<file path="src/hdl/qema_ram.sv">
// ----------------------------------------------------------------------------
// qema_ram
// Generic single-write, single-read memory with a registered read port.
// ----------------------------------------------------------------------------
module qema_ram #(
	parameter int WIDTH = 8,
	parameter int DEPTH = 4
) (
	input  logic                                     clk,
	input  logic                                     we,
	input  logic [((DEPTH > 1) ? $clog2(DEPTH) : 1)-1:0] waddr,
	input  logic [WIDTH-1:0]                         wdata,
	input  logic [((DEPTH > 1) ? $clog2(DEPTH) : 1)-1:0] raddr,
	output logic [WIDTH-1:0]                         rdata
);

	logic [WIDTH-1:0] mem [DEPTH];

	always_ff @(posedge clk) begin
		if (we) begin
			mem[waddr] <= wdata;
		end
		rdata <= mem[raddr];
	end

endmodule

</file>
<file path="config.mk">
export PLATFORM = sky130hd
export DESIGN_NAME = qema_ram
export DESIGN_NICKNAME = d
export VERILOG_FILES = /design/src/hdl/qema_ram.sv
export SDC_FILE = /design/constraint.sdc
export NUM_CORES = 1
export LEC_CHECK = 0
export ABC_AREA = 1
export BUFFER_PORTS_ARGS = -buffer_cell sky130_fd_sc_hd__buf_4
export CAP_MARGIN = 30
export CORE_MARGIN = 8
export CORE_UTILIZATION = 45
export CTS_CLUSTER_DIAMETER = 200
export DETAILED_ROUTE_END_ITERATION = 10
export PLACE_DENSITY = 0.65
export REMOVE_ABC_BUFFERS = 1
export SLEW_MARGIN = 20
export SYNTH_ARGS = -nofsm -noshare
export SYNTH_HDL_FRONTEND = slang
export SYNTH_SLANG_ARGS = --single-unit
</file>
<file path="constraint.sdc">
create_clock -name clk -period 1.5 [get_ports clk]
set_clock_uncertainty 0.15 [all_clocks]
set_input_delay 0.075 -clock clk [delete_from_list [all_inputs] [get_ports clk]]
set_output_delay 0.075 -clock clk [all_outputs]
set_load 0.05 [all_outputs]
</file>
==> key figures <==
Outcome
  • Run status: complete, no violations

Critical path
  • Critical path's largest stage delay: about 0.54 ns
  • Setup CP Type: register to register
  • Crit path DAT: around 1.5 ns
  • Critical-path maximum fanout: 1
  • Startpoint class of the critical path: register
  • Top delay family on crit path: buffers and inverters
  • RR Startpoint: mem[2][3]$_DFFE_PP_
  • Worst R2R Path Depth: 5
  • Kind of end point of the critical path: register
  • Critical path origin: mem[2][3]$_DFFE_PP_
  • CP most frequent cell: nand2_1
  • Levels on crit path: 5
  • CP max-delay cell: dlygate4sd3_1
  • Critical Path RT: 1.61 ns
  • Crit path cell chain: inv_1 > nand2_1 > nand3_1 > dlygate4sd3_1 > nand2_1
  • Buf/Inv on CP: 2

Global routing
  • Total grt overflow: 0
  • Gr usage total: roughly 13%
  • Vias in the first global route: slightly above 1000
  • Initial antenna violation count: 0
  • Largest net degree at the start of global routing: 15
  • First-pass GRT wire length: between 5000 and 6000 µm

Timing
  • Fmax: 721 MHz
  • Unrepaired setup endpoints after global routing: false
  • Tmin final: 1.39 ns
  • Setup-failing EPs final: 0
  • Relative slew slack: 69.4%
  • TNS Setup: 0 ns
  • Final worst path period share: 92.5%
  • Hold Violations, Final: 0
  • Hold Slack: between 0.03 and 0.04 ns
  • Pin slew with the least headroom to its limit: 0.457 ns
  • Max Slew Vio Count: 0

Synth
  • Mapped Area: 1550 µm²
  • Syn_area_per_cell: 11.0 µm²
  • Synth Flop Type: edfxtp_1
  • Most numerous cell in the Yosys netlist: nand2_1
  • Seq/Total Area, Yosys: between 70% and 80%
  • Largest cells by area after synthesis: edfxtp_1, dfxtp_1, nand2_1
  • EDFF count, synth: 32
  • Commonest cells post-synth: nand2_1, inv_1, edfxtp_1, nand3_1, dfxtp_1
  • Asr flop ratio synth: 0%
  • Synth warn: 0
  • Synth area leader: edfxtp_1
  • Yosys reg bits: 40
  • Synth top area share: roughly 62%
  • Mapped Cells: approximately 140
  • Synth cell types: 10

Layout
  • Share of cells above drive strength 1: roughly 18%
  • # diodes: 0
  • Net count reported at finish: about 200
  • P&R area growth vs syn: 28.1%

Pwr
  • Maximum VDD drop: just under 0.7 mV
  • Total leakage power: a little over 0.9 nW
  • Comb power frac: 12.2%
  • Internal power: between 1.5 and 2 mW
  • Power Total: around 2.3 mW
  • Sw Pwr: between 0.5 and 0.6 mW
  • Sw Share: between 20% and 30%
  • Reg power frac: between 50% and 60%
  • PwrDens: about 1200 nW/µm²
  • Clock share of power: 31.8%

Floorplan
  • Number of I/O pins: 22
  • Die W: about 75 µm
  • Initial Utilization: 46.7%
  • Die Span Y: 74.6 µm
  • Cell Rows: 21
  • Die area: about 5600 µm²
  • Core area: approximately 3300 µm²

Detailed routing
  • Routed WL per cell: roughly 14 µm
  • Vias: 1020
  • Post-DRT Antenna Nets: 0
  • Detailed-route wire length: ~3100 µm
  • Initial DRC Count: 93
  • Pre-Repair DR Iteration Count: 4
  • DRC viols: 0
  • Vias per cell: roughly 4.4

CTS
  • CTS tree: done
  • CTS sink cnt: 40
  • Clock Tree Root: clkbuf_4
  • # Post-CTS Setup Buffers: 0
  • Clk buf depth: 2
  • Hold_buf cts: 14
  • Clock transition at path regs: 0.13 ns
  • H-tree Lvls: 2
  • PostCTS Resize Cnt: 0
  • Clk_lat worst skew: 0.35 ns
  • Num CTS Buffers: 5

Hold path
  • Hold depth: 3
  • Hold_sp: waddr[1]
  • Hold/Removal Path Class: input pin to register

Run
  • Maximum Capacitance Violations: 0

Placement
  • Port bufs: 21
  • Global placer's final weighted congestion: a little over 0.8
  • Post-DP HPWL: around 2200 µm
==> through the flow <==
stage | util [%] | setup slack [ns] | std cells | cell area (µm²)
finish | 59.9 | 0.113 | 230 | 1980
global route | 59.9 | 0.0492 | 230 | 1980
CTS | 59.9 | 0.107 | 230 | 1980
detailed placement | 53.1 | 0.445 | 208 | 1760
global placement | 53.1 | 0.464 | 208 | 1760
floorplan | - | 0.212 | 137 | 1510
==> cell families (layout without fill, tap and decap cells) <==
logic type | count (synthesis) | after routing | synth area share, %
buffers and inverters | 41 | 84 | 11.4
flip-flops | 40 | 40 | 72.4
AND/OR/NAND/NOR | 60 | 60 | 16.2
==> worst reg2reg max path, stage by stage, from the launching register on <==
cell	delay [ns]
edfxtp_1	0.40
inv_1	0.07
nand2_1	0.05
nand3_1	0.05
dlygate4sd3_1	0.54
nand2_1	0.05
==> registers in the layout, summed over array words and instances, names as in the netlist <==
register  cells
rdata         8
mem          32
==> final cells by class <==
| type | count | area [µm²] |
|---|---|---|
| clock buffer | 5 | 37.5 |
| clock inverter | 3 | 46.3 |
| multi-input combinational | 60 | 250 |
| inverter | 37 | 141 |
| sequential | 40 | 1120 |
| tap | 46 | 57.6 |
| timing repair buffer | 39 | 328 |
| fill | 282 | 1330 |
==> layout by cell type (no fill, tap or decap) <==
cell and n:
clkbuf_4 5, edfxtp_1 32, dlygate4sd3_1 14, nand3_1 16, nor3_1 4, bufinv_16 1
buf_4 25, dfxtp_1 8, inv_6 1, clkinvlp_4 1, inv_1 36, inv_4 1
nand2_1 40
==> per-layer routing <==
metal | share of wire [%] | GRT usage, % | wire length [µm] | up-vias
li1 | - | - | - | 518
met1 | 46 | 16.5 | 1440 | 471
met2 | 46 | 19.4 | 1440 | 25
met3 | 5.6 | 4.93 | 175 | 6
met4 | 1.7 | 4.57 | 54 | 0
met5 | 0 | 0 | 0 | -
==> path summary, 6_finish.rpt <==
path	to	slack [ns]
hold reg to reg	rdata[0]$_DFF_P_	0.41
setup reg to reg	rdata[3]$_DFF_P_	0.11
hold / removal	mem[1][6]$_DFFE_PP_	0.04
setup / recovery	rdata[3]$_DFF_P_	0.11
==> power by group through the flow <==
| stage | clock network [mW] | registers [mW] | logic [mW] |
|---|---|---|---|
| 6_report | 0.728 | 1.28 | 0.280 |
| 5_1_grt | 0.783 | 1.29 | 0.306 |
| 4_1_cts | 0.743 | 1.28 | 0.283 |
| 3_5_place_dp | 0 | 1.31 | 0.253 |
| 3_3_place_gp | 0 | 1.31 | 0.251 |
| 2_1_floorplan | 0 | 1.38 | 0.0696 |
Power figures use the tool's default switching activity.
