$ cat src/hdl/qema_pkg.sv
// ----------------------------------------------------------------------------
// qema_pkg
// Types and constants shared by the element matrix assembly block.
// ----------------------------------------------------------------------------
package qema_pkg;

	localparam int IN_W     = 24;
	localparam int OUT_W    = 32;
	localparam int MAG_W    = 48;
	localparam int DIG_W    = 12;
	localparam int MUL_STEPS = MAG_W / DIG_W;
	localparam int PROD_W   = 2 * MAG_W;
	localparam int RND_POS  = 59;
	localparam int OUT_LSB  = 60;

	typedef enum logic [1:0] {
		OP_STIFF,
		OP_MASS,
		OP_PEVEN,
		OP_PODD
	} op_t;

	typedef enum logic [3:0] {
		S_IDLE,
		S_RD_I,
		S_RD_J,
		S_SCALE,
		S_GXX,
		S_INNER,
		S_MSTART,
		S_MWAIT,
		S_ACC,
		S_ROUND
	} state_t;

endpackage

$ cat src/hdl/qema_mul.sv
// ----------------------------------------------------------------------------
// qema_mul
// Unsigned serial multiplier that takes one digit of the second operand per
// cycle, most significant digit first.
// ----------------------------------------------------------------------------
module qema_mul (
	input  logic                        clk,
	input  logic                        arst_n,
	input  logic                        start,
	input  logic [qema_pkg::MAG_W-1:0]  a,
	input  logic [qema_pkg::MAG_W-1:0]  b,
	output logic                        done,
	output logic [qema_pkg::PROD_W-1:0] p
);

	localparam int CNT_W = (qema_pkg::MUL_STEPS > 1) ? $clog2(qema_pkg::MUL_STEPS) : 1;
	localparam int PART_W = qema_pkg::MAG_W + qema_pkg::DIG_W;

	logic [qema_pkg::MAG_W-1:0]  a_q;
	logic [qema_pkg::MAG_W-1:0]  b_q;
	logic [qema_pkg::PROD_W-1:0] p_q;
	logic [CNT_W-1:0]            cnt_q;
	logic                        run_q;
	logic                        done_q;
	logic [PART_W-1:0]           part_raw;
	logic [qema_pkg::PROD_W-1:0] partial;

	assign part_raw = PART_W'(a_q) * PART_W'(b_q[qema_pkg::MAG_W-1 -: qema_pkg::DIG_W]);
	assign partial  = qema_pkg::PROD_W'(part_raw);

	always_ff @(posedge clk or negedge arst_n) begin
		if (!arst_n) begin
			run_q  <= 1'b0;
			done_q <= 1'b0;
			cnt_q  <= '0;
		end else begin
			done_q <= 1'b0;
			if (start) begin
				run_q <= 1'b1;
				cnt_q <= '0;
			end else if (run_q) begin
				cnt_q <= cnt_q + 1'b1;
				if (cnt_q == CNT_W'(qema_pkg::MUL_STEPS - 1)) begin
					run_q  <= 1'b0;
					done_q <= 1'b1;
				end
			end
		end
	end

	always_ff @(posedge clk) begin
		if (start) begin
			a_q <= a;
			b_q <= b;
			p_q <= '0;
		end else if (run_q) begin
			p_q <= (p_q << qema_pkg::DIG_W) + partial;
			b_q <= b_q << qema_pkg::DIG_W;
		end
	end

	assign done = done_q;
	assign p    = p_q;

endmodule

$ cat config.mk
export PLATFORM = sky130hd
export DESIGN_NAME = qema_mul
export DESIGN_NICKNAME = d
export VERILOG_FILES = /design/src/hdl/qema_pkg.sv /design/src/hdl/qema_mul.sv
export SDC_FILE = /design/constraint.sdc
export NUM_CORES = 2
export LEC_CHECK = 0
export BUFFER_PORTS_ARGS = -buffer_cell sky130_fd_sc_hd__buf_2
export CORE_AREA = 3 3 168 293
export CTS_CLUSTER_SIZE = 20
export DETAILED_ROUTE_END_ITERATION = 16
export DIE_AREA = 0 0 171 296
export GPL_ROUTABILITY_DRIVEN = 0
export PLACE_DENSITY = 0.77
export SETUP_SLACK_MARGIN = 0.02
export SYNTH_ARGS = -nofsm -noshare
export SYNTH_HDL_FRONTEND = slang
export SYNTH_SLANG_ARGS = --single-unit
$ cat constraint.sdc
create_clock -name clk -period 6.4 [get_ports clk]
set_clock_uncertainty 0.1 [all_clocks]
set_input_delay 0.96 -clock clk [delete_from_list [all_inputs] [get_ports clk]]
set_output_delay 0.96 -clock clk [all_outputs]
set_load 0.03 [all_outputs]
==> impl_metrics.toml <==
[sta]
finalCritPeriodShare_pct = 101
rsz0062_at_grt = "true"
fmax_mhz = 154
hold_viol_final = 0
drv_slew = 0
slew_headroom_pct = 25.1
hold_slack_ps = 159
setup_slack_ps = -90.5
worst_pin_slew_ps = 1120
period_minus_slack_ps = 6490
fin_setup_tns_ps = -562
setup_violations = 13

[setup_path]
startpoint_type = "flip-flop"
reg2reg_depth = 23
reg2reg_to = "p[69]"
rrSetupSlack_ps = -90
cp_max_fo = 6
cp-end-kind = "flip-flop"
crit_type = "flip-flop to flip-flop"
required_ps = 6690
r2r-start = "b_q[38]"
arrival_ps = 6780

[finish]
finalNonFillerCells = 3703
fill_cells = 3586
drive_gt1_share_pct = 17.0
fin_util_pct = 65.4
seq_area_um2 = 4910
syn_to_final_growth_pct = 15.0
multi_input_comb_area_um2 = 19700
finalNetCount = 3814

[floorplan]
fp.coreArea_um2 = 47000
initial_core_util_pct = 56.9
io_pins = 196
die_h_um = 296
die_area_um2 = 50600
rows = 105
die_x_um = 171

[logic_synthesis]
synthCells = 2889
synth_seq_cells = 196
ys.warnings.count = 0
synthesis.area_um2 = 26700
synth_area_per_cell_um2 = 9.26
synth_top_area_share_pct = 38.1
async_flop_share_pct = 2.04
synthDistinctLibCells = 68
yosysTopAreaCell = "fa_1"
synth.area.top_cells = "fa_1 (38%), edfxtp_1 (11%), inv_1 (7.8%)"
synth_fp_nets = 3604
synth_enable_flop_cells = 96
ys.flop_type = "edfxtp_1"
seq_area_frac_synth_pct = 18.3

[clock_tree]
cts.clk_slew.worst_paths_ps = 90
clock-sinks = 196
clockBufferDepth = 2
cts_buffers = 17
hold_buffers = 0
cts_tree = "done"
clockRootBuffer = "clkbuf_16"
htreeDepth = 4
clock_latency_ps = 500

[status]
status = "finished, violations left"
violations = "setup timing"

[route]
drc = 0
first_pass_iters = 9
drt-initial-drc-count = 1731
ant_nets = 0
vias_per_cell = 6.03
vias = 22300
wl_per_cell_um = 23.4
routed_wl_um = 86700

[place]
dp_hpwl_um = 64300
dp.cells = 3618
port_buffers = 195

[worst_hold_path]
hold_class = "primary input to async pin"

[global_route]
grt_pass1_wl_um = 129000
grt_max_degree = 104
grt-ovfl-total = 0
grt_pass1_vias = 24100
antenna_found_initial = 2
gr-usage-all-layers_pct = 33.6

[job]
drv_cap = 0
per-stage QoR:
stage                     area (um2)  setup slack, ps
final                          30800            -90.5
after global routing           30700             -303
after CTS                      29700             25.8
after detailed placement       28900            -68.6
after global placement         28900            -32.2
after floorplan                26700             40.2
synth_stat cells, types with 5 or more instances:
master      n
xor2_1     39
o21ai_0    48
nor2_1    100
and3_1     11
buf_4       5
inv_1     559
a211oi_1   21
a21oi_1    75
nand2_1   486
nand2b_1    6
ha_1      107
nor2b_1    10
nor3_1     17
nor4_1      9
dfxtp_1    96
nand3_1    21
fa_1      509
o22ai_1     5
o31ai_1     5
or3_1       5
buf_1       6
edfxtp_1   96
clkbuf_1  150
mux2_2     37
a21o_1     41
o21bai_1    9
o21a_1      5
mux2i_1    35
and2_1    206
xnor2_1    45
o21ai_1    29
nand4_1    29
kinds of logic (layout without fill, tap and decap cells):
logic type                 after synthesis  after routing  share of synthesized area [%]
DFF                                    196            196                           18.3
muxes                                   72             72                           2.87
adders and majority gates              616            616                           43.1
and+or+nand+nor                        915            915                           15.8
xor gates and xnor gates                84             84                           2.75
other                                    0              3                              0
AOI/OAI and AO/OA                      281            281                           6.81
buffers and inverters                  725            948                           10.3
timing repair:
item / 4_1_cts / 5_1_grt
gates resized for setup: 12 / 118
buffers inserted: 17 / 23
gates cloned: 1 / 9
pin swaps: 4 / 51
endpoints found under the setup margin: 25 / 63
layout make-up:
class	count	share of cell area, %
multi-input combinational	1968	64.0
sequential	196	16.0
timing repair buffer	356	8.81
inverter	560	6.83
tap	588	2.39
clock buffer	18	1.40
clock inverter	14	0.627
antenna	3	0.0244
registers in the layout, summed over array words and instances (netlist names):
name   flops
a_q       48
b_q       48
cnt_q      2
done       1
p         96
run_q      1
how the worst max path moves through the flow:
stage / endpoint / depth (start not counted) / slack [ps] / start
5_1_grt: p[95] / 23 / -300 / b_q[38]
6_report: p[69] / 23 / -90 / b_q[38]
4_1_cts: p[80] / 23 / 30 / b_q[39]
3_3_place_gp: p[69] / 22 / -30 / b_q[45]
2_1_floorplan: p[94] / 25 / 40 / b_q[39]
3_5_place_dp: p[95] / 20 / -70 / b_q[45]
critical path, cell delays in order (launching register included):
cell and delay, ps:
edfxtp_1 490, buf_12 180, and2_1 160, fa_1 510, inv_1 60, fa_1 470
inv_1 50, fa_1 490, fa_1 560, inv_1 50, fa_1 490, inv_1 70
ha_4 270, nand4_1 110, or3_4 430, or3_1 380, o32a_1 250, a21oi_4 230
o211ai_4 160, a21boi_2 210, buf_4 130, buf_6 130, a211oi_1 90, a211o_1 310
placed cells by master, fill, tap and decap left out, types with 16 or more instances in the layout:
| master | Yosys | layout |
|---|---|---|
| nand2_1 | 486 | 485 |
| edfxtp_1 | 96 | 96 |
| nand4_1 | 29 | 29 |
| a211oi_1 | 21 | 17 |
| buf_6 | 0 | 16 |
| o21ai_0 | 48 | 42 |
| nand3_1 | 21 | 16 |
| fa_1 | 509 | 504 |
| buf_2 | 4 | 194 |
| mux2_2 | 37 | 37 |
| xor2_1 | 39 | 37 |
| o21ai_1 | 29 | 30 |
| a21o_1 | 41 | 41 |
| buf_12 | 0 | 20 |
| mux2i_1 | 35 | 35 |
| buf_4 | 5 | 114 |
| xnor2_1 | 45 | 41 |
| nor2_1 | 100 | 96 |
| inv_1 | 559 | 555 |
| ha_1 | 107 | 91 |
| dfxtp_1 | 96 | 96 |
| and2_1 | 206 | 199 |
| a21oi_1 | 75 | 61 |
| clkbuf_16 | 0 | 25 |
per-layer routing:
layer,routed length (um),track usage [%],vias to the layer above
li1,-,-,9217
met1,24500,33.0,11000
met2,44300,60.0,1529
met3,7050,5.71,651
met4,10800,29.1,0
met5,0,0,-
Power is not shown: default switching activity piles up to over one toggle a cycle in this logic, so the estimate is an artifact.
