### config.mk
export PLATFORM = sky130hd
export DESIGN_NAME = qema_round
export DESIGN_NICKNAME = d
export VERILOG_FILES = /design/src/hdl/qema_pkg.sv /design/src/hdl/qema_round.sv
export SDC_FILE = /design/constraint.sdc
export NUM_CORES = 1
export LEC_CHECK = 0
export ABC_AREA = 1
export BUFFER_PORTS_ARGS = -buffer_cell sky130_fd_sc_hd__buf_4
export CAP_MARGIN = 10
export CORE_ASPECT_RATIO = 0.6
export CORE_MARGIN = 2
export CORE_UTILIZATION = 37
export DETAILED_ROUTE_END_ITERATION = 8
export GPL_ROUTABILITY_DRIVEN = 0
export PLACE_DENSITY = 0.82
export SLEW_MARGIN = 40
export SYNTH_ARGS = -nofsm -noshare
export SYNTH_HDL_FRONTEND = slang
export SYNTH_SLANG_ARGS = --single-unit
### constraint.sdc
create_clock -name vclk -period 2.45
set_input_delay 0.49 -clock vclk [all_inputs]
set_output_delay 0.49 -clock vclk [all_outputs]
set_load 0.02 [all_outputs]
### src/hdl/qema_pkg.sv
// ----------------------------------------------------------------------------
// qema_pkg
// Types and constants shared by the element matrix assembly block.
// ----------------------------------------------------------------------------
package qema_pkg;

	localparam int IN_W     = 24;
	localparam int OUT_W    = 32;
	localparam int MAG_W    = 48;
	localparam int DIG_W    = 12;
	localparam int MUL_STEPS = MAG_W / DIG_W;
	localparam int PROD_W   = 2 * MAG_W;
	localparam int RND_POS  = 59;
	localparam int OUT_LSB  = 60;

	typedef enum logic [1:0] {
		OP_STIFF,
		OP_MASS,
		OP_PEVEN,
		OP_PODD
	} op_t;

	typedef enum logic [3:0] {
		S_IDLE,
		S_RD_I,
		S_RD_J,
		S_SCALE,
		S_GXX,
		S_INNER,
		S_MSTART,
		S_MWAIT,
		S_ACC,
		S_ROUND
	} state_t;

endpackage

### src/hdl/qema_round.sv
// ----------------------------------------------------------------------------
// qema_round
// Rounds an exact sum with 80 fraction bits to Q12.20, half toward plus
// infinity, and saturates to the signed 32-bit range.
// ----------------------------------------------------------------------------
module qema_round #(
	parameter int ACC_W = 98
) (
	input  logic signed [ACC_W-1:0]          acc,
	output logic signed [qema_pkg::OUT_W-1:0] value
);

	localparam int TOP_LSB = qema_pkg::OUT_LSB + qema_pkg::OUT_W - 1;

	logic signed [ACC_W-1:0]     sum;
	logic [ACC_W-TOP_LSB-1:0]    top;

	assign sum = acc + (ACC_W'(1) << qema_pkg::RND_POS);
	assign top = sum[ACC_W-1:TOP_LSB];

	always_comb begin
		if (sum[ACC_W-1] && !(&top)) begin
			value = {1'b1, {(qema_pkg::OUT_W-1){1'b0}}};
		end else if (!sum[ACC_W-1] && (|top)) begin
			value = {1'b0, {(qema_pkg::OUT_W-1){1'b1}}};
		end else begin
			value = sum[TOP_LSB:qema_pkg::OUT_LSB];
		end
	end

endmodule

==> results of run 1 <==
placed cells by master, fill, tap and decap left out, drive strengths merged:
| master | netlist | layout |
|---|---|---|
| nand3 | 16 | 16 |
| nand2 | 67 | 67 |
| xor2 | 14 | 14 |
| inv | 27 | 27 |
| nor3b | 1 | 1 |
| and2 | 1 | 1 |
| ha | 1 | 1 |
| nor3 | 5 | 5 |
| buf | 6 | 159 |
| nor4 | 1 | 1 |
| clkbuf | 0 | 2 |
| nor2b | 1 | 1 |
| nand4 | 8 | 8 |
| nor2 | 47 | 47 |
| xnor2 | 17 | 17 |
| nand3b | 4 | 4 |
| a21oi | 31 | 31 |
final timing paths:
check             slack, ps         to
hold / removal         1440   value[5]
setup / recovery       -580  value[30]
metal layers:
layer / global-route usage (%) / vias up / share of wire [%]
li1: - / 1102 / -
met5: 0 / - / 0
met4: 15.3 / 0 / 9.4
met1: 43.8 / 1251 / 35
met2: 61.5 / 342 / 41
met3: 8.11 / 141 / 14
worst min-delay path: cells and delay by family:
family | cells | cell delay (ps)
buffers and inverters | 2 | 220
AOI/OAI and AO/OA | 1 | 70
xor gates and xnor gates | 1 | 170
cells in the mapped netlist, types with 2 or more instances:
| cell | count | share of area, % |
|---|---|---|
| buf_6 | 3 | 2.3 |
| nand3b_1 | 3 | 1.5 |
| nor2_4 | 7 | 5.3 |
| inv_2 | 2 | 0.50 |
| nand4_1 | 8 | 3.3 |
| nand2_1 | 65 | 16 |
| xnor2_1 | 17 | 9.9 |
| nand3_2 | 2 | 1.3 |
| inv_1 | 25 | 6.3 |
| nor3_1 | 4 | 1.3 |
| nor2_2 | 4 | 1.7 |
| buf_8 | 3 | 3.0 |
| xor2_1 | 13 | 7.6 |
| nand3_1 | 13 | 4.3 |
| a21oi_2 | 30 | 18 |
| nor2_1 | 36 | 9.0 |
layout make-up:
type / instances / share of cell area, %
multi-input cells: 214 / 50.5
well taps: 47 / 1.73
inverters: 27 / 2.98
repair buffers: 161 / 44.8
cells by family after synthesis:
group	Yosys count	synth area share (%)
buffers and inverters	33	12.0
adders and majority gates	1	0.836
xor gates and xnor gates	31	18.6
and+or+nand+nor	151	50.6
AOI/OAI and AO/OA	31	17.9
what timing repair did:
action | 4_1_cts | 5_1_grt
endpoints found under the setup margin | 32 | 32
gates cloned | 4 | 2
pin swaps | 11 | 13
setup buffers | 9 | 6
gates resized for setup | 41 | 50
report_power, final:
group | internal [mW] | switching, mW
sequential | 0 | 0
combinational | 0.286 | 0.319
clock | 0 | 0
total | 0.286 | 0.319
stage by stage:
stage | utilization (%) | area (µm²) | worst slack [ps] | TNS [ps] | hold slack [ps]
after floorplan | - | 1740 | -76.2 | -1960 | 1180
after global placement | 74.9 | 2820 | -408 | -11530 | 1430
after detailed placement | 74.9 | 2820 | -421 | -12220 | 1440
after CTS | 83.1 | 3130 | -305 | -8410 | 1430
after global routing | 90.4 | 3400 | -718 | -21290 | 1460
final | 90.4 | 3400 | -583 | -17040 | 1440
==> metrics.txt, run 1 <==
dpl hpwl=4.98 mm; Crit-path slowest cell=nor2_2; crit-path max FO=5; total power=605 µW; number of remaining DRC errors=0; Max-Cap Viols=0; CP top delay family=simple AND/OR/NAND/NOR gates; DR iter-0 viols=510; final setup margin=-583 ps; grt total ovfl=0; final cell count without fillers=449; core footprint=3760 µm²; area of the multi-input gates=1720 µm²; Critical Path Sink Type=output pin; mapped cell area=1500 µm²; CTS Hold Bufs=0; critical-path cell list=buf_4 -> nand2_1 -> nor2_2 -> nand2_1 -> nor2_2 -> nand4_1 -> nand2_2 -> nand3_2 -> nor2_4 -> nor2_4 -> buf_6 -> clkbuf_16 -> a21oi_4 -> buf_6; PD cells=178 nW/µm²; final wirelength=10.6 mm; failing checks=negative setup slack; Register Area=0 µm²; share of post-route cells with drive strength above 1=62.4%; mean area per synthesized cell=6.06 µm²; startpoint types=input port; Buffers on Ports=71; DR WL/cell=23.5 µm; n_diodes=0; Initial Utilization=39.7%; RSZ-0062 raised after global routing=true; Via density=6.32; Pre-antenna DRT Iters=8; number of global-route vias before repair=2533; Hold Crit Class=in2out; WP buf/inv=4; global-route wire length before repair=12.6 mm; Post-Syn Instances=247; clkbuf count=0; worst hold path depth=4; Die Wd=86.1 µm; Worst Path Class, Setup=in2out; Die Height=53.3 µm; Tcrit/Tclk final=124%; Crit path arrival time=2540 ps; Worst Setup SP=acc[74]; VDD IR max=146 µV; final slew viol count=0; Slew Limit Headroom=65.9%; Stages on worst setup path=14; final setup fails=32; initial antenna violation count=0; Final Net Count=503; hold path start=acc[65]; worst slew pin tran=508 ps; row cnt=17; via count=2836; Placed Cells=428; Final min period=3030 ps; area growth from synthesis to layout=127%; yosys warns=0; Peak Freq=330 MHz; worst path required time=1960 ps; fill count=143; register area share after synthesis=0%; flip-flop and latch count=0; die area=4590 µm²; Final ANT Viol Nets=0; Syn Nets=346; status=complete, but fails checks; IO Count=130; largest net degree at the start of global routing=14; Final Hold Viols=0; total global-route track usage=35.9%; Synth cell types=28; crit-path max cell delay=230 ps; leakage=1.49 nW
(Power assumes the default switching activity.)
==> run 2: changes to the inputs <==
Settings changed: BUFFER_PORTS_ARGS -buffer_cell sky130_fd_sc_hd__buf_4 to -buffer_cell sky130_fd_sc_hd__buf_2, CORE_UTILIZATION 37 to 35, PLACE_DENSITY 0.82 to 0.78.
==> metrics.txt, run 2 (synthesized netlist as in run 1, its figures left out) <==
status=complete, but fails checks (unchanged); failing checks=negative setup slack (unchanged); RSZ-0062 raised after global routing=true (unchanged); commonest non-fill, non-tap cell in the layout=buf_4 (unchanged); hold path start=acc[71] (was acc[65]); Via density=5.68 (was 6.32); DR iter-0 viols=310 (was 510); flip-flop and latch count=0 (unchanged); DR WL/cell=18.5 µm (was 23.5 µm); Final Hold Viols=0 (unchanged); worst hold path depth=5 (was 4); clkbuf count=0 (unchanged); Initial Utilization=36.5% (was 39.7%); Final min period=3070 ps (was 3030 ps); final cell count without fillers=471 (was 449); number of global-route vias before repair=2500 (was 2533); n_diodes=0 (unchanged); area growth from synthesis to layout=120% (was 127%); Tcrit/Tclk final=125% (was 124%); Critical Path Sink Type=output pin (unchanged); core footprint=4100 µm² (was 3760 µm²); leakage=1.47 nW (was 1.49 nW); via count=2676 (was 2836); PD cells=171 nW/µm² (was 178 nW/µm²); share of post-route cells with drive strength above 1=61.3% (was 62.4%); Register Area=0 µm² (unchanged); global-route wire length before repair=11.7 mm (was 12.6 mm); Sum Neg Setup Slack=-18910 ps (was -17040 ps); Worst Path Class, Setup=in2out (unchanged); Final Net Count=512 (was 503); Placed Cells=453 (was 428); crit-path max FO=7 (was 5); startpoint types=input port (unchanged); IO Count=130 (unchanged); CTS Hold Bufs=0 (unchanged); Max-Cap Viols=0 (unchanged); Die Height=54.7 µm (was 53.3 µm); final wirelength=8.72 mm (was 10.6 mm); Crit path arrival time=2580 ps (was 2540 ps); number of remaining DRC errors=0 (unchanged); Peak Freq=325 MHz (was 330 MHz); Worst Setup SP=acc[86] (was acc[74]); die area=4830 µm² (was 4590 µm²); most frequent cells in the layout=buf_4, nand2_1, buf_6, buf_2, a21oi_4 (was buf_4, nand2_1, buf_6, a21oi_4, inv_1); row cnt=18 (was 17); Final ANT Viol Nets=0 (unchanged); Slew Limit Headroom=77.3% (was 65.9%); final setup margin=-623 ps (was -583 ps); area of the multi-input gates=1670 µm² (was 1720 µm²); total global-route track usage=31.8% (was 35.9%); grt total ovfl=0 (unchanged); worst path required time=1960 ps (about the same); final slew viol count=0 (unchanged); final setup fails=32 (unchanged); dpl hpwl=4.87 mm (was 4.98 mm); Buffers on Ports=71 (unchanged); VDD IR max=106 µV (was 146 µV); total power=565 µW (was 605 µW); Die Wd=88.4 µm (was 86.1 µm); Pre-antenna DRT Iters=5 (was 8); Hold Crit Class=in2out (unchanged); initial antenna violation count=0 (unchanged); largest net degree at the start of global routing=11 (was 14); fill count=242 (was 143); worst slew pin tran=338 ps (was 508 ps)
## run 2: cell types whose count changed in the layout (fill, tap and decap cells not counted), moves of 4 or more
cell and change:
nand2_1 +4, nor2_1 +4, buf_4 -26, buf_2 +37
## run 2: report_power, final
part	leakage [nW]	switching (mW)	internal (mW)	total [mW]
registers	0	0	0	0
logic	1.47	0.297	0.268	0.565
clock network	0	0	0	0
total	1.47	0.297	0.268	0.565
## run 2: layout make-up
type | instances | share of cell area (%)
tap | 60 | 2.28
inverter | 27 | 3.07
timing repair buffer | 170 | 44.1
multi-input combinational | 214 | 50.6
## run 2: timing repair
action                                  4_1_cts  5_1_grt
buffers inserted                             13        3
gates resized for setup                      87       23
endpoints found under the setup margin       32       32
hold endpoints to repair                      0        0
pin swaps                                    16       11
gates cloned                                  3        1
## run 2: worst paths after layout
check | end | slack (ps)
worst max-delay path | value[6] | -620
worst min-delay path | value[11] | 1450
## run 2: per-stage QoR
step	cell area [µm²]	hold slack, ps	worst slack, ps	utilization [%]
final	3300	1450	-623	80.5
after global routing	3300	1470	-627	80.5
after CTS	3210	1430	-316	78.3
after detailed placement	2750	1460	-458	67.1
after global placement	2750	1450	-389	67.1
after floorplan	1740	1180	-76.2	-
## run 2: layer usage
layer	GRT usage, %	vias up	share of wire (%)
met1	38.6	1217	38
met5	0	-	0
met2	57.3	242	43
li1	-	1132	-
met4	12.6	0	6.5
met3	5.13	85	12
## run 2: worst max-delay path: stages
cell and delay (ps):
buf_2 100, buf_4 120, nand2_1 100, nor2_1 270, nand2_1 120, nor2_1 170
nand3_1 140, nand2_1 90, nand2_1 110, nor2_2 130, nand3_2 120, nand2_4 120
buf_4 140, buf_16 150, a21oi_4 60, buf_6 140
